`config.mk`:
```
export PLATFORM = sky130hd
export DESIGN_NAME = utf8_to_code_point_decoder
export DESIGN_NICKNAME = d
export VERILOG_FILES = /design/src/design/utf8d_pkg.sv /design/src/design/utf8d_front.sv /design/src/design/utf8d_queue.sv /design/src/design/utf8d_back.sv /design/src/design/utf8_to_code_point_decoder.sv
export SDC_FILE = /design/constraint.sdc
export NUM_CORES = 1
export LEC_CHECK = 0
export ABC_AREA = 1
export BUFFER_PORTS_ARGS = -buffer_cell sky130_fd_sc_hd__buf_2
export CAP_MARGIN = 20
export CORE_MARGIN = 2
export CORE_UTILIZATION = 35
export CTS_CLUSTER_SIZE = 12
export DETAILED_ROUTE_END_ITERATION = 10
export SYNTH_ARGS = -nofsm -noshare
export SYNTH_HDL_FRONTEND = slang
export SYNTH_SLANG_ARGS = --single-unit
```
`constraint.sdc`:
```
create_clock -name clk -period 11.6 [get_ports clk]
set_input_delay 0.58 -clock clk [delete_from_list [all_inputs] [get_ports clk]]
set_output_delay 0.58 -clock clk [all_outputs]
set_load 0.02 [all_outputs]
```
`src/design/utf8d_pkg.sv`:
```
// ----------------------------------------------------------------------------
// utf8d_pkg
// shared types and constants for the utf-8 decoder
// ----------------------------------------------------------------------------
`default_nettype none

package utf8d_pkg;

    localparam int CP_W        = 21;
    localparam int MAX_RESULTS = 3;
    localparam int QUEUE_DEPTH = 2;
    localparam int QPTR_W      = (QUEUE_DEPTH > 1) ? $clog2(QUEUE_DEPTH) : 1;
    localparam int QCNT_W      = $clog2(QUEUE_DEPTH + 1);

    localparam logic [CP_W-1:0] REPLACEMENT_CP = 21'h00FFFD;
    localparam logic [CP_W-1:0] MAX_CP         = 21'h10FFFF;
    localparam logic [CP_W-1:0] LIMIT_3BYTE    = 21'h00FFFF;
    localparam logic [CP_W-1:0] LIMIT_2BYTE    = 21'h0007FF;
    localparam logic [CP_W-1:0] LIMIT_1BYTE    = 21'h00007F;
    localparam logic [CP_W-1:0] END_MARKER_CP  = 21'h000000;

    // one result of the decoder
    typedef struct packed {
        logic [CP_W-1:0] cp;
        logic            eot;
    } result_t;

    // all results caused by one input item
    typedef struct packed {
        logic [1:0]                   count;
        result_t [MAX_RESULTS-1:0]    slot;
    } job_t;

endpackage

`default_nettype wire

```
`src/design/utf8d_front.sv`:
```
// ----------------------------------------------------------------------------
// utf8d_front
// sequence tracking and classification of each byte into a result job
// ----------------------------------------------------------------------------
`default_nettype none

module utf8d_front (
    input  wire logic                 clk,
    input  wire logic                 rst_n,
    input  wire logic                 accept,
    input  wire logic [7:0]           text_byte,
    input  wire logic                 last_byte,
    output utf8d_pkg::job_t           job,
    output logic                      job_valid
);

    logic [1:0]                 seq_len_reg, seq_len_next;
    logic [1:0]                 left_reg, left_next;
    logic [utf8d_pkg::CP_W-1:0] acc_reg, acc_next;
    logic                       ended_reg, ended_next;

    always_comb
    begin
        utf8d_pkg::result_t [3:0]   cand;
        logic [1:0]                 cnt;
        logic                       pending;
        logic                       is_cont;
        logic                       fresh;
        logic                       nul_here;
        logic [utf8d_pkg::CP_W-1:0] acc_new;
        logic                       bad;

        cand         = '0;
        cnt          = 2'd0;
        seq_len_next = seq_len_reg;
        left_next    = left_reg;
        acc_next     = acc_reg;
        ended_next   = ended_reg;
        pending      = (left_reg != 2'd0);
        is_cont      = (text_byte[7:6] == 2'b10);
        fresh        = !pending || !is_cont;
        nul_here     = fresh && (text_byte == 8'h00);
        acc_new      = {acc_reg[utf8d_pkg::CP_W-7:0], text_byte[5:0]};

        unique case (seq_len_reg)
            2'd1:    bad = (acc_new <= utf8d_pkg::LIMIT_1BYTE);
            2'd2:    bad = (acc_new <= utf8d_pkg::LIMIT_2BYTE);
            default: bad = (acc_new <= utf8d_pkg::LIMIT_3BYTE) || (acc_new > utf8d_pkg::MAX_CP);
        endcase

        if (ended_reg)
        begin
            if (last_byte)
            begin
                seq_len_next = 2'd0;
                left_next    = 2'd0;
                acc_next     = '0;
                ended_next   = 1'b0;
            end
        end
        else
        begin
            if (pending && is_cont)
            begin
                acc_next  = acc_new;
                left_next = left_reg - 2'd1;
                if (left_reg == 2'd1)
                begin
                    cand[cnt].cp  = bad ? utf8d_pkg::REPLACEMENT_CP : acc_new;
                    cand[cnt].eot = 1'b0;
                    cnt           = cnt + 2'd1;
                    seq_len_next  = 2'd0;
                    acc_next      = '0;
                end
            end
            else
            begin
                // bad follower: report the dropped sequence first
                if (pending)
                begin
                    cand[cnt].cp  = utf8d_pkg::REPLACEMENT_CP;
                    cand[cnt].eot = 1'b0;
                    cnt           = cnt + 2'd1;
                end
                seq_len_next = 2'd0;
                left_next    = 2'd0;
                acc_next     = '0;
                if (text_byte == 8'h00)
                begin
                    cand[cnt].cp  = utf8d_pkg::END_MARKER_CP;
                    cand[cnt].eot = 1'b1;
                    cnt           = cnt + 2'd1;
                    ended_next    = 1'b1;
                end
                else if (text_byte[7] == 1'b0)
                begin
                    cand[cnt].cp  = {13'd0, text_byte};
                    cand[cnt].eot = 1'b0;
                    cnt           = cnt + 2'd1;
                end
                else if (text_byte[7:5] == 3'b110)
                begin
                    seq_len_next = 2'd1;
                    left_next    = 2'd1;
                    acc_next     = {16'd0, text_byte[4:0]};
                end
                else if (text_byte[7:4] == 4'b1110)
                begin
                    seq_len_next = 2'd2;
                    left_next    = 2'd2;
                    acc_next     = {17'd0, text_byte[3:0]};
                end
                else if (text_byte[7:3] == 5'b11110)
                begin
                    seq_len_next = 2'd3;
                    left_next    = 2'd3;
                    acc_next     = {18'd0, text_byte[2:0]};
                end
                else if (!is_cont)
                begin
                    // bad lead byte
                    cand[cnt].cp  = utf8d_pkg::REPLACEMENT_CP;
                    cand[cnt].eot = 1'b0;
                    cnt           = cnt + 2'd1;
                end
            end

            if (last_byte)
            begin
                if (!nul_here)
                begin
                    if (left_next != 2'd0)
                    begin
                        cand[cnt].cp  = utf8d_pkg::REPLACEMENT_CP;
                        cand[cnt].eot = 1'b0;
                        cnt           = cnt + 2'd1;
                    end
                    cand[cnt].cp  = utf8d_pkg::END_MARKER_CP;
                    cand[cnt].eot = 1'b1;
                    cnt           = cnt + 2'd1;
                end
                seq_len_next = 2'd0;
                left_next    = 2'd0;
                acc_next     = '0;
                ended_next   = 1'b0;
            end
        end

        job.count = cnt;
        job.slot  = cand[2:0];
        job_valid = accept && (cnt != 2'd0);
    end

    always_ff @(posedge clk or negedge rst_n)
    begin
        if (!rst_n)
        begin
            seq_len_reg <= 2'd0;
            left_reg    <= 2'd0;
            acc_reg     <= '0;
            ended_reg   <= 1'b0;
        end
        else if (accept)
        begin
            seq_len_reg <= seq_len_next;
            left_reg    <= left_next;
            acc_reg     <= acc_next;
            ended_reg   <= ended_next;
        end
    end

endmodule

`default_nettype wire

```
`src/design/utf8d_queue.sv`:
```
// ----------------------------------------------------------------------------
// utf8d_queue
// short job queue between the front and back parts
// ----------------------------------------------------------------------------
`default_nettype none

module utf8d_queue (
    input  wire logic            clk,
    input  wire logic            rst_n,
    input  wire logic            push,
    input  wire utf8d_pkg::job_t push_job,
    input  wire logic            pop,
    output utf8d_pkg::job_t      head,
    output logic                 head_valid,
    output logic                 full
);

    utf8d_pkg::job_t [utf8d_pkg::QUEUE_DEPTH-1:0] entry_reg;
    logic [utf8d_pkg::QPTR_W-1:0]                 wr_ptr_reg, rd_ptr_reg;
    logic [utf8d_pkg::QCNT_W-1:0]                 count_reg, count_next;

    localparam logic [utf8d_pkg::QPTR_W-1:0] LAST_PTR =
        utf8d_pkg::QPTR_W'(utf8d_pkg::QUEUE_DEPTH - 1);
    localparam logic [utf8d_pkg::QPTR_W-1:0] ONE_PTR =
        utf8d_pkg::QPTR_W'(1);
    localparam logic [utf8d_pkg::QCNT_W-1:0] DEPTH_CNT =
        utf8d_pkg::QCNT_W'(utf8d_pkg::QUEUE_DEPTH);
    localparam logic [utf8d_pkg::QCNT_W-1:0] ONE_CNT =
        utf8d_pkg::QCNT_W'(1);

    assign head       = entry_reg[rd_ptr_reg];
    assign head_valid = (count_reg != '0);
    assign full       = (count_reg == DEPTH_CNT);

    always_comb
    begin
        count_next = count_reg;
        if (push && !pop)
            count_next = count_reg + ONE_CNT;
        else if (pop && !push)
            count_next = count_reg - ONE_CNT;
    end

    always_ff @(posedge clk)
    begin
        if (push)
            entry_reg[wr_ptr_reg] <= push_job;
    end

    always_ff @(posedge clk or negedge rst_n)
    begin
        if (!rst_n)
        begin
            wr_ptr_reg <= '0;
            rd_ptr_reg <= '0;
            count_reg  <= '0;
        end
        else
        begin
            if (push)
                wr_ptr_reg <= (wr_ptr_reg == LAST_PTR) ? '0 : wr_ptr_reg + ONE_PTR;
            if (pop)
                rd_ptr_reg <= (rd_ptr_reg == LAST_PTR) ? '0 : rd_ptr_reg + ONE_PTR;
            count_reg <= count_next;
        end
    end

endmodule

`default_nettype wire

```
`src/design/utf8d_back.sv`:
```
// ----------------------------------------------------------------------------
// utf8d_back
// walks the results of each job into the output register
// ----------------------------------------------------------------------------
`default_nettype none

module utf8d_back (
    input  wire logic                        clk,
    input  wire logic                        rst_n,
    input  wire utf8d_pkg::job_t             head,
    input  wire logic                        head_valid,
    output logic                             pop,
    output logic                             out_valid,
    input  wire logic                        out_stall,
    output logic [utf8d_pkg::CP_W-1:0]       code_point,
    output logic                             end_of_text,
    output logic                             run_last
);

    logic [1:0]                 idx_reg;
    logic                       valid_reg;
    logic [utf8d_pkg::CP_W-1:0] cp_reg;
    logic                       eot_reg;
    logic                       last_reg;
    logic                       load;
    logic                       final_slot;
    utf8d_pkg::result_t         cur;

    assign load       = head_valid && (!valid_reg || !out_stall);
    assign final_slot = (idx_reg == head.count - 2'd1);
    assign pop        = load && final_slot;

    always_comb
    begin
        case (idx_reg)
            2'd0:    cur = head.slot[0];
            2'd1:    cur = head.slot[1];
            default: cur = head.slot[2];
        endcase
    end

    always_ff @(posedge clk or negedge rst_n)
    begin
        if (!rst_n)
        begin
            idx_reg   <= 2'd0;
            valid_reg <= 1'b0;
        end
        else
        begin
            if (load)
            begin
                valid_reg <= 1'b1;
                idx_reg   <= final_slot ? 2'd0 : idx_reg + 2'd1;
            end
            else if (!out_stall)
            begin
                valid_reg <= 1'b0;
            end
        end
    end

    always_ff @(posedge clk)
    begin
        if (load)
        begin
            cp_reg   <= cur.cp;
            eot_reg  <= cur.eot;
            last_reg <= final_slot;
        end
    end

    assign out_valid   = valid_reg;
    assign code_point  = cp_reg;
    assign end_of_text = eot_reg;
    assign run_last    = last_reg;

endmodule

`default_nettype wire

```
`src/design/utf8_to_code_point_decoder.sv`:
```
// ----------------------------------------------------------------------------
// utf8_to_code_point_decoder
// utf-8 byte stream in, unicode code points and end markers out
// ----------------------------------------------------------------------------
//  channel | direction | handshake          | payload
//  in      | input     | in_valid, in_stall  | text_byte[7:0], last_byte
//  out     | output    | out_valid, out_stall| code_point[20:0], end_of_text, run_last
//
//  one item is taken per cycle while the job queue has room
//  each item makes zero to three results, sent one per cycle from the output register while out_stall is low
//  the first result passes through the job queue and then the output register when nothing waits ahead
//  in_stall rises only when the two-entry job queue is full
//  rst_n clears the sequence state, the queue and the output valid
// ----------------------------------------------------------------------------
`default_nettype none

module utf8_to_code_point_decoder (
    input  wire logic                   clk,
    input  wire logic                   rst_n,
    input  wire logic                   in_valid,
    output logic                        in_stall,
    input  wire logic [7:0]             text_byte,
    input  wire logic                   last_byte,
    output logic                        out_valid,
    input  wire logic                   out_stall,
    output logic [utf8d_pkg::CP_W-1:0]  code_point,
    output logic                        end_of_text,
    output logic                        run_last
);

    utf8d_pkg::job_t job;
    utf8d_pkg::job_t head;
    logic            job_valid;
    logic            head_valid;
    logic            pop;
    logic            full;
    logic            accept;

    // stall follows only the registered queue fill
    assign in_stall = full;
    assign accept   = in_valid && !full;

    // front: tracks the pending sequence and builds the result job
    utf8d_front u_front (
        .clk       (clk),
        .rst_n     (rst_n),
        .accept    (accept),
        .text_byte (text_byte),
        .last_byte (last_byte),
        .job       (job),
        .job_valid (job_valid)
    );

    // items with no result never enter the queue
    utf8d_queue u_queue (
        .clk        (clk),
        .rst_n      (rst_n),
        .push       (job_valid),
        .push_job   (job),
        .pop        (pop),
        .head       (head),
        .head_valid (head_valid),
        .full       (full)
    );

    // back: emits the job's results in order, flagging the final one
    utf8d_back u_back (
        .clk         (clk),
        .rst_n       (rst_n),
        .head        (head),
        .head_valid  (head_valid),
        .pop         (pop),
        .out_valid   (out_valid),
        .out_stall   (out_stall),
        .code_point  (code_point),
        .end_of_text (end_of_text),
        .run_last    (run_last)
    );

endmodule

`default_nettype wire

```
==> flow_metrics.tcl, run 1 <==
set metrics [dict create \
    status "finished, final reports clean" \
    cp-startpoint "u_front.left_reg[0]$_DFFE_PN0P_" \
    drtAntennaViolNets 0 \
    yosys-top-cells-area "edfxtp_1 48%, dfrtp_1 11%, o21ai_0 5.3%, nand2_1 4.6%, nor2_1 4.4%" \
    cp_data_required_time_ns 11.64 \
    cp-start-kind "flip-flop" \
    ctsHoldBuffers 0 \
    reg2reg_from "u_front.left_reg[0]$_DFFE_PN0P_" \
    die_w_um 134.8 \
    maxCapViolCount 0 \
    stdcell_count 851 \
    area_growth_pct 15.83 \
    yosys_warnings 0 \
    layout.nets 647 \
    num_rows 47 \
    path_class "flip-flop to flip-flop" \
    synth_cell_type_count 48 \
    cts_tree "built" \
    overflow 0 \
    max_freq_mhz 241.5 \
    syn_area_um2 5989 \
    synth_seq_area_share 0.5891 \
    fin_crit_ns 4.140 \
    cts_setup_buffers 0 \
    syn_nets 607 \
    core_um2 16640 \
    htreeDepth 4 \
    cts_buffers 17 \
    clock_latency_ns 0.40 \
    netlist_instances 578 \
    path_clk_slew_ns 0.06 \
    synth_edf_count 95 \
    ctsResizeCount 0 \
    drc_errors 0 \
    place_inst 819 \
    finalSetupViolCount 0 \
    worstHoldPathType "input port to async pin" \
    clock-sinks 122 \
    root_buffer "clkbuf_16" \
    track_usage 0.1533 \
    layout_worst_path_cycle_share 0.3569 \
    grt_first_pass_wirelength_mm 21.32 \
    grt_pass1_vias 4019 \
    post-synth-top-area-cell "edfxtp_1" \
    drt_iter0_markers 334 \
    viasPerCell 4.939 \
    grt_max_degree 39 \
    tns_ns 0 \
    initial_core_util 0.3599 \
    ir_worst_vdd_v 0.0001308 \
    rr_worst_depth 18 \
    drive_gt1_frac 0.1918 \
    ios 38 \
    antenna_found_initial 0 \
    cp_max_fo 36 \
    hpwlAfterDp_mm 9.430 \
    wirelength_mm 13.28 \
    rsz0062_at_grt "no" \
    dp_slack_ns 7.110 \
    drtPass1Iterations 5 \
    antenna-diode-count 0 \
    finalHoldViolCount 0 \
    tightest_slew_ns 0.9770 \
    die_h_um 134.8 \
    fp.dieArea_um2 18180 \
    largest_reg_flops 72 \
    portBuffers 37 \
    drt-wirelength-per-cell_um 15.61 \
    worst_slack_ns 7.460 \
    clk_path_buf_depth 2 \
    slew_headroom 0.3480 \
    final_max_slew_viol_count 0 \
    routed-via-count 4203 \
    timing.hold.ws_ns 0.1961 \
    ys_seq_elements 122 \
    arrival_ns 4.18 \
    fillers 1562 \
    synth-main-ff-cell "edfxtp_1" \
    regToRegEndpoint "u_queue.entry_reg[70]$_DFFE_PP_" \
    skew_ns 0.01146 \
    end_kind "flip-flop" \
    power_density_nw_per_um2 270.0 \
    place_congestion 0.9338 \
    async_flop_share 0.2213 \
    yosys-top-cells-count "95 x edfxtp_1, 73 x nand2_1, 70 x nor2_1, 64 x inv_1, 63 x o21ai_0" \
    synth.most_common_cell "edfxtp_1" \
    static-leakage-power_uw 0.002867 \
    synth_top_area_share 0.4763 \
    rrSetupSlack_ns 7.46 \
    synth_area_per_cell_um2 10.36 \
]
[per-stage QoR]
step / util / total power (uW) / instance area, um^2
5_1_grt: 0.4169 / 1993 / 6938
3_3_place_gp: 0.3823 / 1362 / 6362
2_1_floorplan: - / 1185 / 5989
3_5_place_dp: 0.3823 / 1383 / 6362
6_report: 0.4169 / 1873 / 6938
4_1_cts: 0.4169 / 1890 / 6938
[power breakdown]
group / switching [uW] / internal [uW] / total (uW)
registers: 31.8 / 677 / 709
clock network: 189 / 315 / 504
logic: 470 / 190 / 660
total: 691 / 1180 / 1870
[critical path, cell delays in order (launching register included)]
cell     delay (ns)
dfrtp_1        0.34
inv_1          0.08
ha_1           0.27
inv_1          0.14
ha_1           0.67
inv_4          0.26
nor2_8         0.21
a21oi_1        0.08
ha_1           0.29
nor2_1         0.04
nor2_1         0.16
inv_1          0.07
ha_1           0.27
nand2_1        0.06
nand3_1        0.11
nand2_2        0.11
nand2_2        0.07
nor2_2         0.08
buf_4          0.42
[how the worst max path moves through the flow]
stage,endpoint,depth (start not counted),slack (ns)
floorplan,u_queue.entry_reg[106]$_DFFE_PP_,19,6.96
global placement,u_queue.entry_reg[86]$_DFFE_PP_,18,7.21
detailed placement,u_queue.entry_reg[87]$_DFFE_PP_,18,7.11
CTS,u_queue.entry_reg[92]$_DFFE_PP_,18,7.44
global route,u_queue.entry_reg[21]$_DFFE_PP_,18,7.10
finish,u_queue.entry_reg[70]$_DFFE_PP_,18,7.46
[per-layer routing]
| metal | part of all wire | track usage | wire length [um] |
|---|---|---|---|
| met5 | 0 | 0 | 0 |
| met4 | 0.015 | 0.05146 | 200 |
| met3 | 0.046 | 0.03566 | 607 |
| met2 | 0.47 | 0.2414 | 6276 |
| met1 | 0.47 | 0.2094 | 6198 |
[placed cells by master (no fill, tap or decap), types with 3 or more instances in the layout]
master      count
edfxtp_1       95
nand2_1        73
nor2_1         69
inv_1          64
o21ai_0        63
buf_2          37
nand3_1        30
dfrtp_1        27
a21oi_1        19
clkbuf_16      17
ha_1           16
o22ai_1        13
a21oi_2        11
nand2_2         9
inv_2           8
o221ai_1        8
clkinv_1        5
nor3_1          5
xor2_1          4
nand2_4         4
o211ai_1        4
clkinv_4        4
buf_4           4
nor2_2          3
clkinvlp_4      3
[cell families after synthesis]
kind of cell,Yosys count,synth area share
multiplexers,1,0.001671
flip-flops,122,0.5891
XOR/XNOR,5,0.007311
AND/OR/NAND/NOR,207,0.1617
buffers and inverters,95,0.06768
adder cells (fa/ha/maj),16,0.03342
AO/OA/AOI/OAI,132,0.1391
[layout make-up]
type,count,area (um^2),area share
flip-flops and latches,122,3528,0.5086
multi-input cells,361,2058,0.2967
clock buffers,17,425.4,0.06132
inverters,75,285.3,0.04112
well taps,220,275.3,0.03968
repair buffers,41,215.2,0.03102
clock inverters,15,150.1,0.02164
(Power assumes the default switching activity.)
==> inputs of run 2 (changes only) <==
ABC_AREA = 0   (was 1)
clock period = 3.32 ns   (was 11.6 ns; I/O delays follow)
==> run 2 against run 1 <==
Effect of this change: the run now ends with negative setup slack left; die area fell by 3.9%; critical path depth stayed put; non-clock buffer count rose by 59; via count is 5.3% lower; largest power group is now combinational logic.
==> flow_metrics.tcl, run 2 <==
set metrics [dict create \
    p_total_uw 6931 \
    portBuffers 37 \
    cp_max_fo 6 \
    tightest_slew_ns 0.6632 \
    overflow 0 \
    wirelength_mm 13.70 \
    worst_slack_ns -0.1438 \
    yosys-top-cells-count "95 x edfxtp_1, 48 x nand2_1, 27 x dfrtp_1, 27 x mux2_2, 27 x nor2_1" \
    hpwlAfterDp_mm 8.923 \
    yosys-top-cells-area "edfxtp_1 50%, dfrtp_1 12%, mux2_2 5.3%, ha_1 3.5%, nand2_1 3.1%" \
    power_density_nw_per_um2 916.2 \
    die_h_um 132.1 \
    clk_path_buf_depth 2 \
    cp_data_required_time_ns 3.45 \
    viasPerCell 5.062 \
    rsz0062_at_grt "yes" \
    finalSetupViolCount 68 \
    synth_top_area_share 0.4964 \
    layout.nets 586 \
    grt_first_pass_wirelength_mm 21.56 \
    drc_errors 0 \
    end_kind "flip-flop" \
    root_buffer "clkbuf_16" \
    drt-wirelength-per-cell_um 17.43 \
    core_um2 15940 \
    fp.dieArea_um2 17460 \
    clock-sinks 122 \
    slew_headroom 0.5579 \
    drtAntennaViolNets 0 \
    largest_reg_flops 72 \
    ir_worst_vdd_v 0.0003965 \
    syn_area_um2 5747 \
    holdPathStages 2 \
    synth_area_per_cell_um2 12.55 \
    skew_ns 0.006468 \
    maxCapViolCount 0 \
    synth.most_common_cell "edfxtp_1" \
    max_freq_mhz 288.7 \
    final_cell_mix "95 x edfxtp_1, 48 x nand2_1, 41 x buf_4" \
    grt_max_degree 28 \
    tns_ns -8.195 \
    antenna-diode-count 0 \
    ios 38 \
    synth_edf_count 95 \
    place_congestion 0.9032 \
    static-leakage-power_uw 0.003018 \
    async_flop_share 0.2213 \
    final_max_slew_viol_count 0 \
    cp-start-kind "flip-flop" \
    path_clk_slew_ns 0.06 \
    cts_tree "built" \
    path_class "flip-flop to flip-flop" \
    num_rows 46 \
    grt_pass1_vias 3911 \
    die_w_um 132.1 \
    drt_iter0_markers 311 \
    track_usage 0.1603 \
    synth_cell_type_count 54 \
    initial_core_util 0.3605 \
    area_growth_pct 31.64 \
    syn_nets 487 \
    place_inst 731 \
    rr_worst_depth 18 \
    drtPass1Iterations 4 \
    layout_worst_path_cycle_share 1.043 \
    routed-via-count 3979 \
    synth-main-ff-cell "edfxtp_1" \
    clock_latency_ns 0.41 \
    stdcell_count 786 \
    synth_seq_area_share 0.6140 \
    htreeDepth 4 \
    layout_commonest_cell "edfxtp_1" \
    cts_buffers 17 \
    violations "negative setup slack" \
    fin_crit_ns 3.464 \
    status "finished with violations" \
    netlist_instances 458 \
    antenna_found_initial 0 \
    finalHoldViolCount 0 \
    yosys_warnings 0 \
    drive_gt1_frac 0.3386 \
    post-synth-top-area-cell "edfxtp_1" \
    worstHoldPathType "input port to flip-flop" \
    ys_seq_elements 122 \
    arrival_ns 3.60 \
]
==> run 2: cell count changes in the layout (fill, tap and decap cells not counted), moves of 8 or more <==
cell	previous run	this run
a21oi_2	11	1
a22o_1	0	16
a22oi_1	1	11
buf_4	4	41
inv_1	64	20
mux2_2	0	27
nand2_1	73	48
nand2_2	9	0
nand3_1	30	17
nor2_1	69	23
o21a_1	1	14
o21ai_0	63	15
o221ai_1	8	0
o22ai_1	13	1
==> run 2: cell families (layout without fill, tap and decap cells) <==
kind of cell / count (synthesis) / in the layout / synth area share
and+or+nand+nor: 132 / 132 / 0.1123
DFF: 122 / 122 / 0.6140
AOI/OAI and AO/OA: 101 / 101 / 0.1252
buffers and inverters: 44 / 156 / 0.03461
muxes: 35 / 35 / 0.06684
adders and majority gates: 16 / 16 / 0.03484
xor gates and xnor gates: 8 / 8 / 0.01219
==> run 2: final cells by class <==
type / instances / area [um^2]
multi-input cells: 292 / 2182
inverters: 24 / 92.59
clock inverters: 14 / 147.6
clock buffers: 18 / 439.2
flip-flops and latches: 122 / 3528
well taps: 216 / 270.3
fillers: 1390 / 8378
repair buffers: 100 / 904.6
==> run 2: per-layer routing <==
| layer | routed length (um) | track usage | vias up |
|---|---|---|---|
| met1 | 6294 | 0.2201 | 1970 |
| met4 | 180 | 0.05556 | 0 |
| met5 | 0 | 0 | - |
| li1 | - | - | 1895 |
| met2 | 6635 | 0.2491 | 100 |
| met3 | 586 | 0.03845 | 14 |
==> run 2: final timing paths <==
path,from,to,slack (ns)
min in group asynchronous,rst_n,u_back.out_valid$_DFFE_PN0P_,0.32
min reg2reg,u_back.out_valid$_DFFE_PN0P_,u_back.out_valid$_DFFE_PN0P_,0.50
max in group asynchronous,rst_n,u_back.idx_reg[0]$_DFFE_PN0P_,2.56
max,u_front.left_reg[0]$_DFFE_PN0P_,u_queue.entry_reg[88]$_DFFE_PP_,-0.14
max reg2reg,u_front.left_reg[0]$_DFFE_PN0P_,u_queue.entry_reg[88]$_DFFE_PP_,-0.14
min,text_byte[1],u_front.acc_reg[1]$_DFFE_PN0P_,0.09
==> run 2: timing repair <==
item | CTS | global route
hold endpoints to repair | 28 | 0
setup endpoints to repair | 73 | 74
gates cloned | 5 | 6
hold buffers | 2 | 0
buffers inserted | 8 | 4
pin swaps | 8 | 1
gates resized for setup | 17 | 10
==> run 2: worst max-delay path, stage by stage, from the launching register on <==
cell and delay [ns]:
dfrtp_1 0.40, inv_2 0.09, ha_4 0.15, inv_4 0.04, ha_4 0.17, nor2b_4 0.13, a21o_1 0.17, a31oi_4 0.19
ha_4 0.24, a21oi_4 0.16, ha_4 0.23, nor2b_4 0.10, a311oi_2 0.04, nor3_2 0.28, a221oi_4 0.12, buf_6 0.15
nor2b_4 0.18, buf_12 0.18, clkbuf_16 0.15
==> run 2: power breakdown <==
group,total [uW],switching (uW),internal (uW)
sequential,2460,142,2320
combinational,2690,1480,1210
clock,1780,659,1120
==> run 2: through the flow <==
step / util / worst slack [ns] / instance area, um^2 / hold WS, ns
6_report: 0.4745 / -0.1438 / 7565 / 0.09386
5_1_grt: 0.4745 / -0.2424 / 7565 / 0.07896
4_1_cts: 0.4646 / -0.1160 / 7407 / 0.07537
3_5_place_dp: 0.4083 / -0.1431 / 6510 / 0.2319
3_3_place_gp: 0.4083 / -0.07174 / 6510 / 0.2331
2_1_floorplan: - / -0.3680 / 5848 / -0.1296
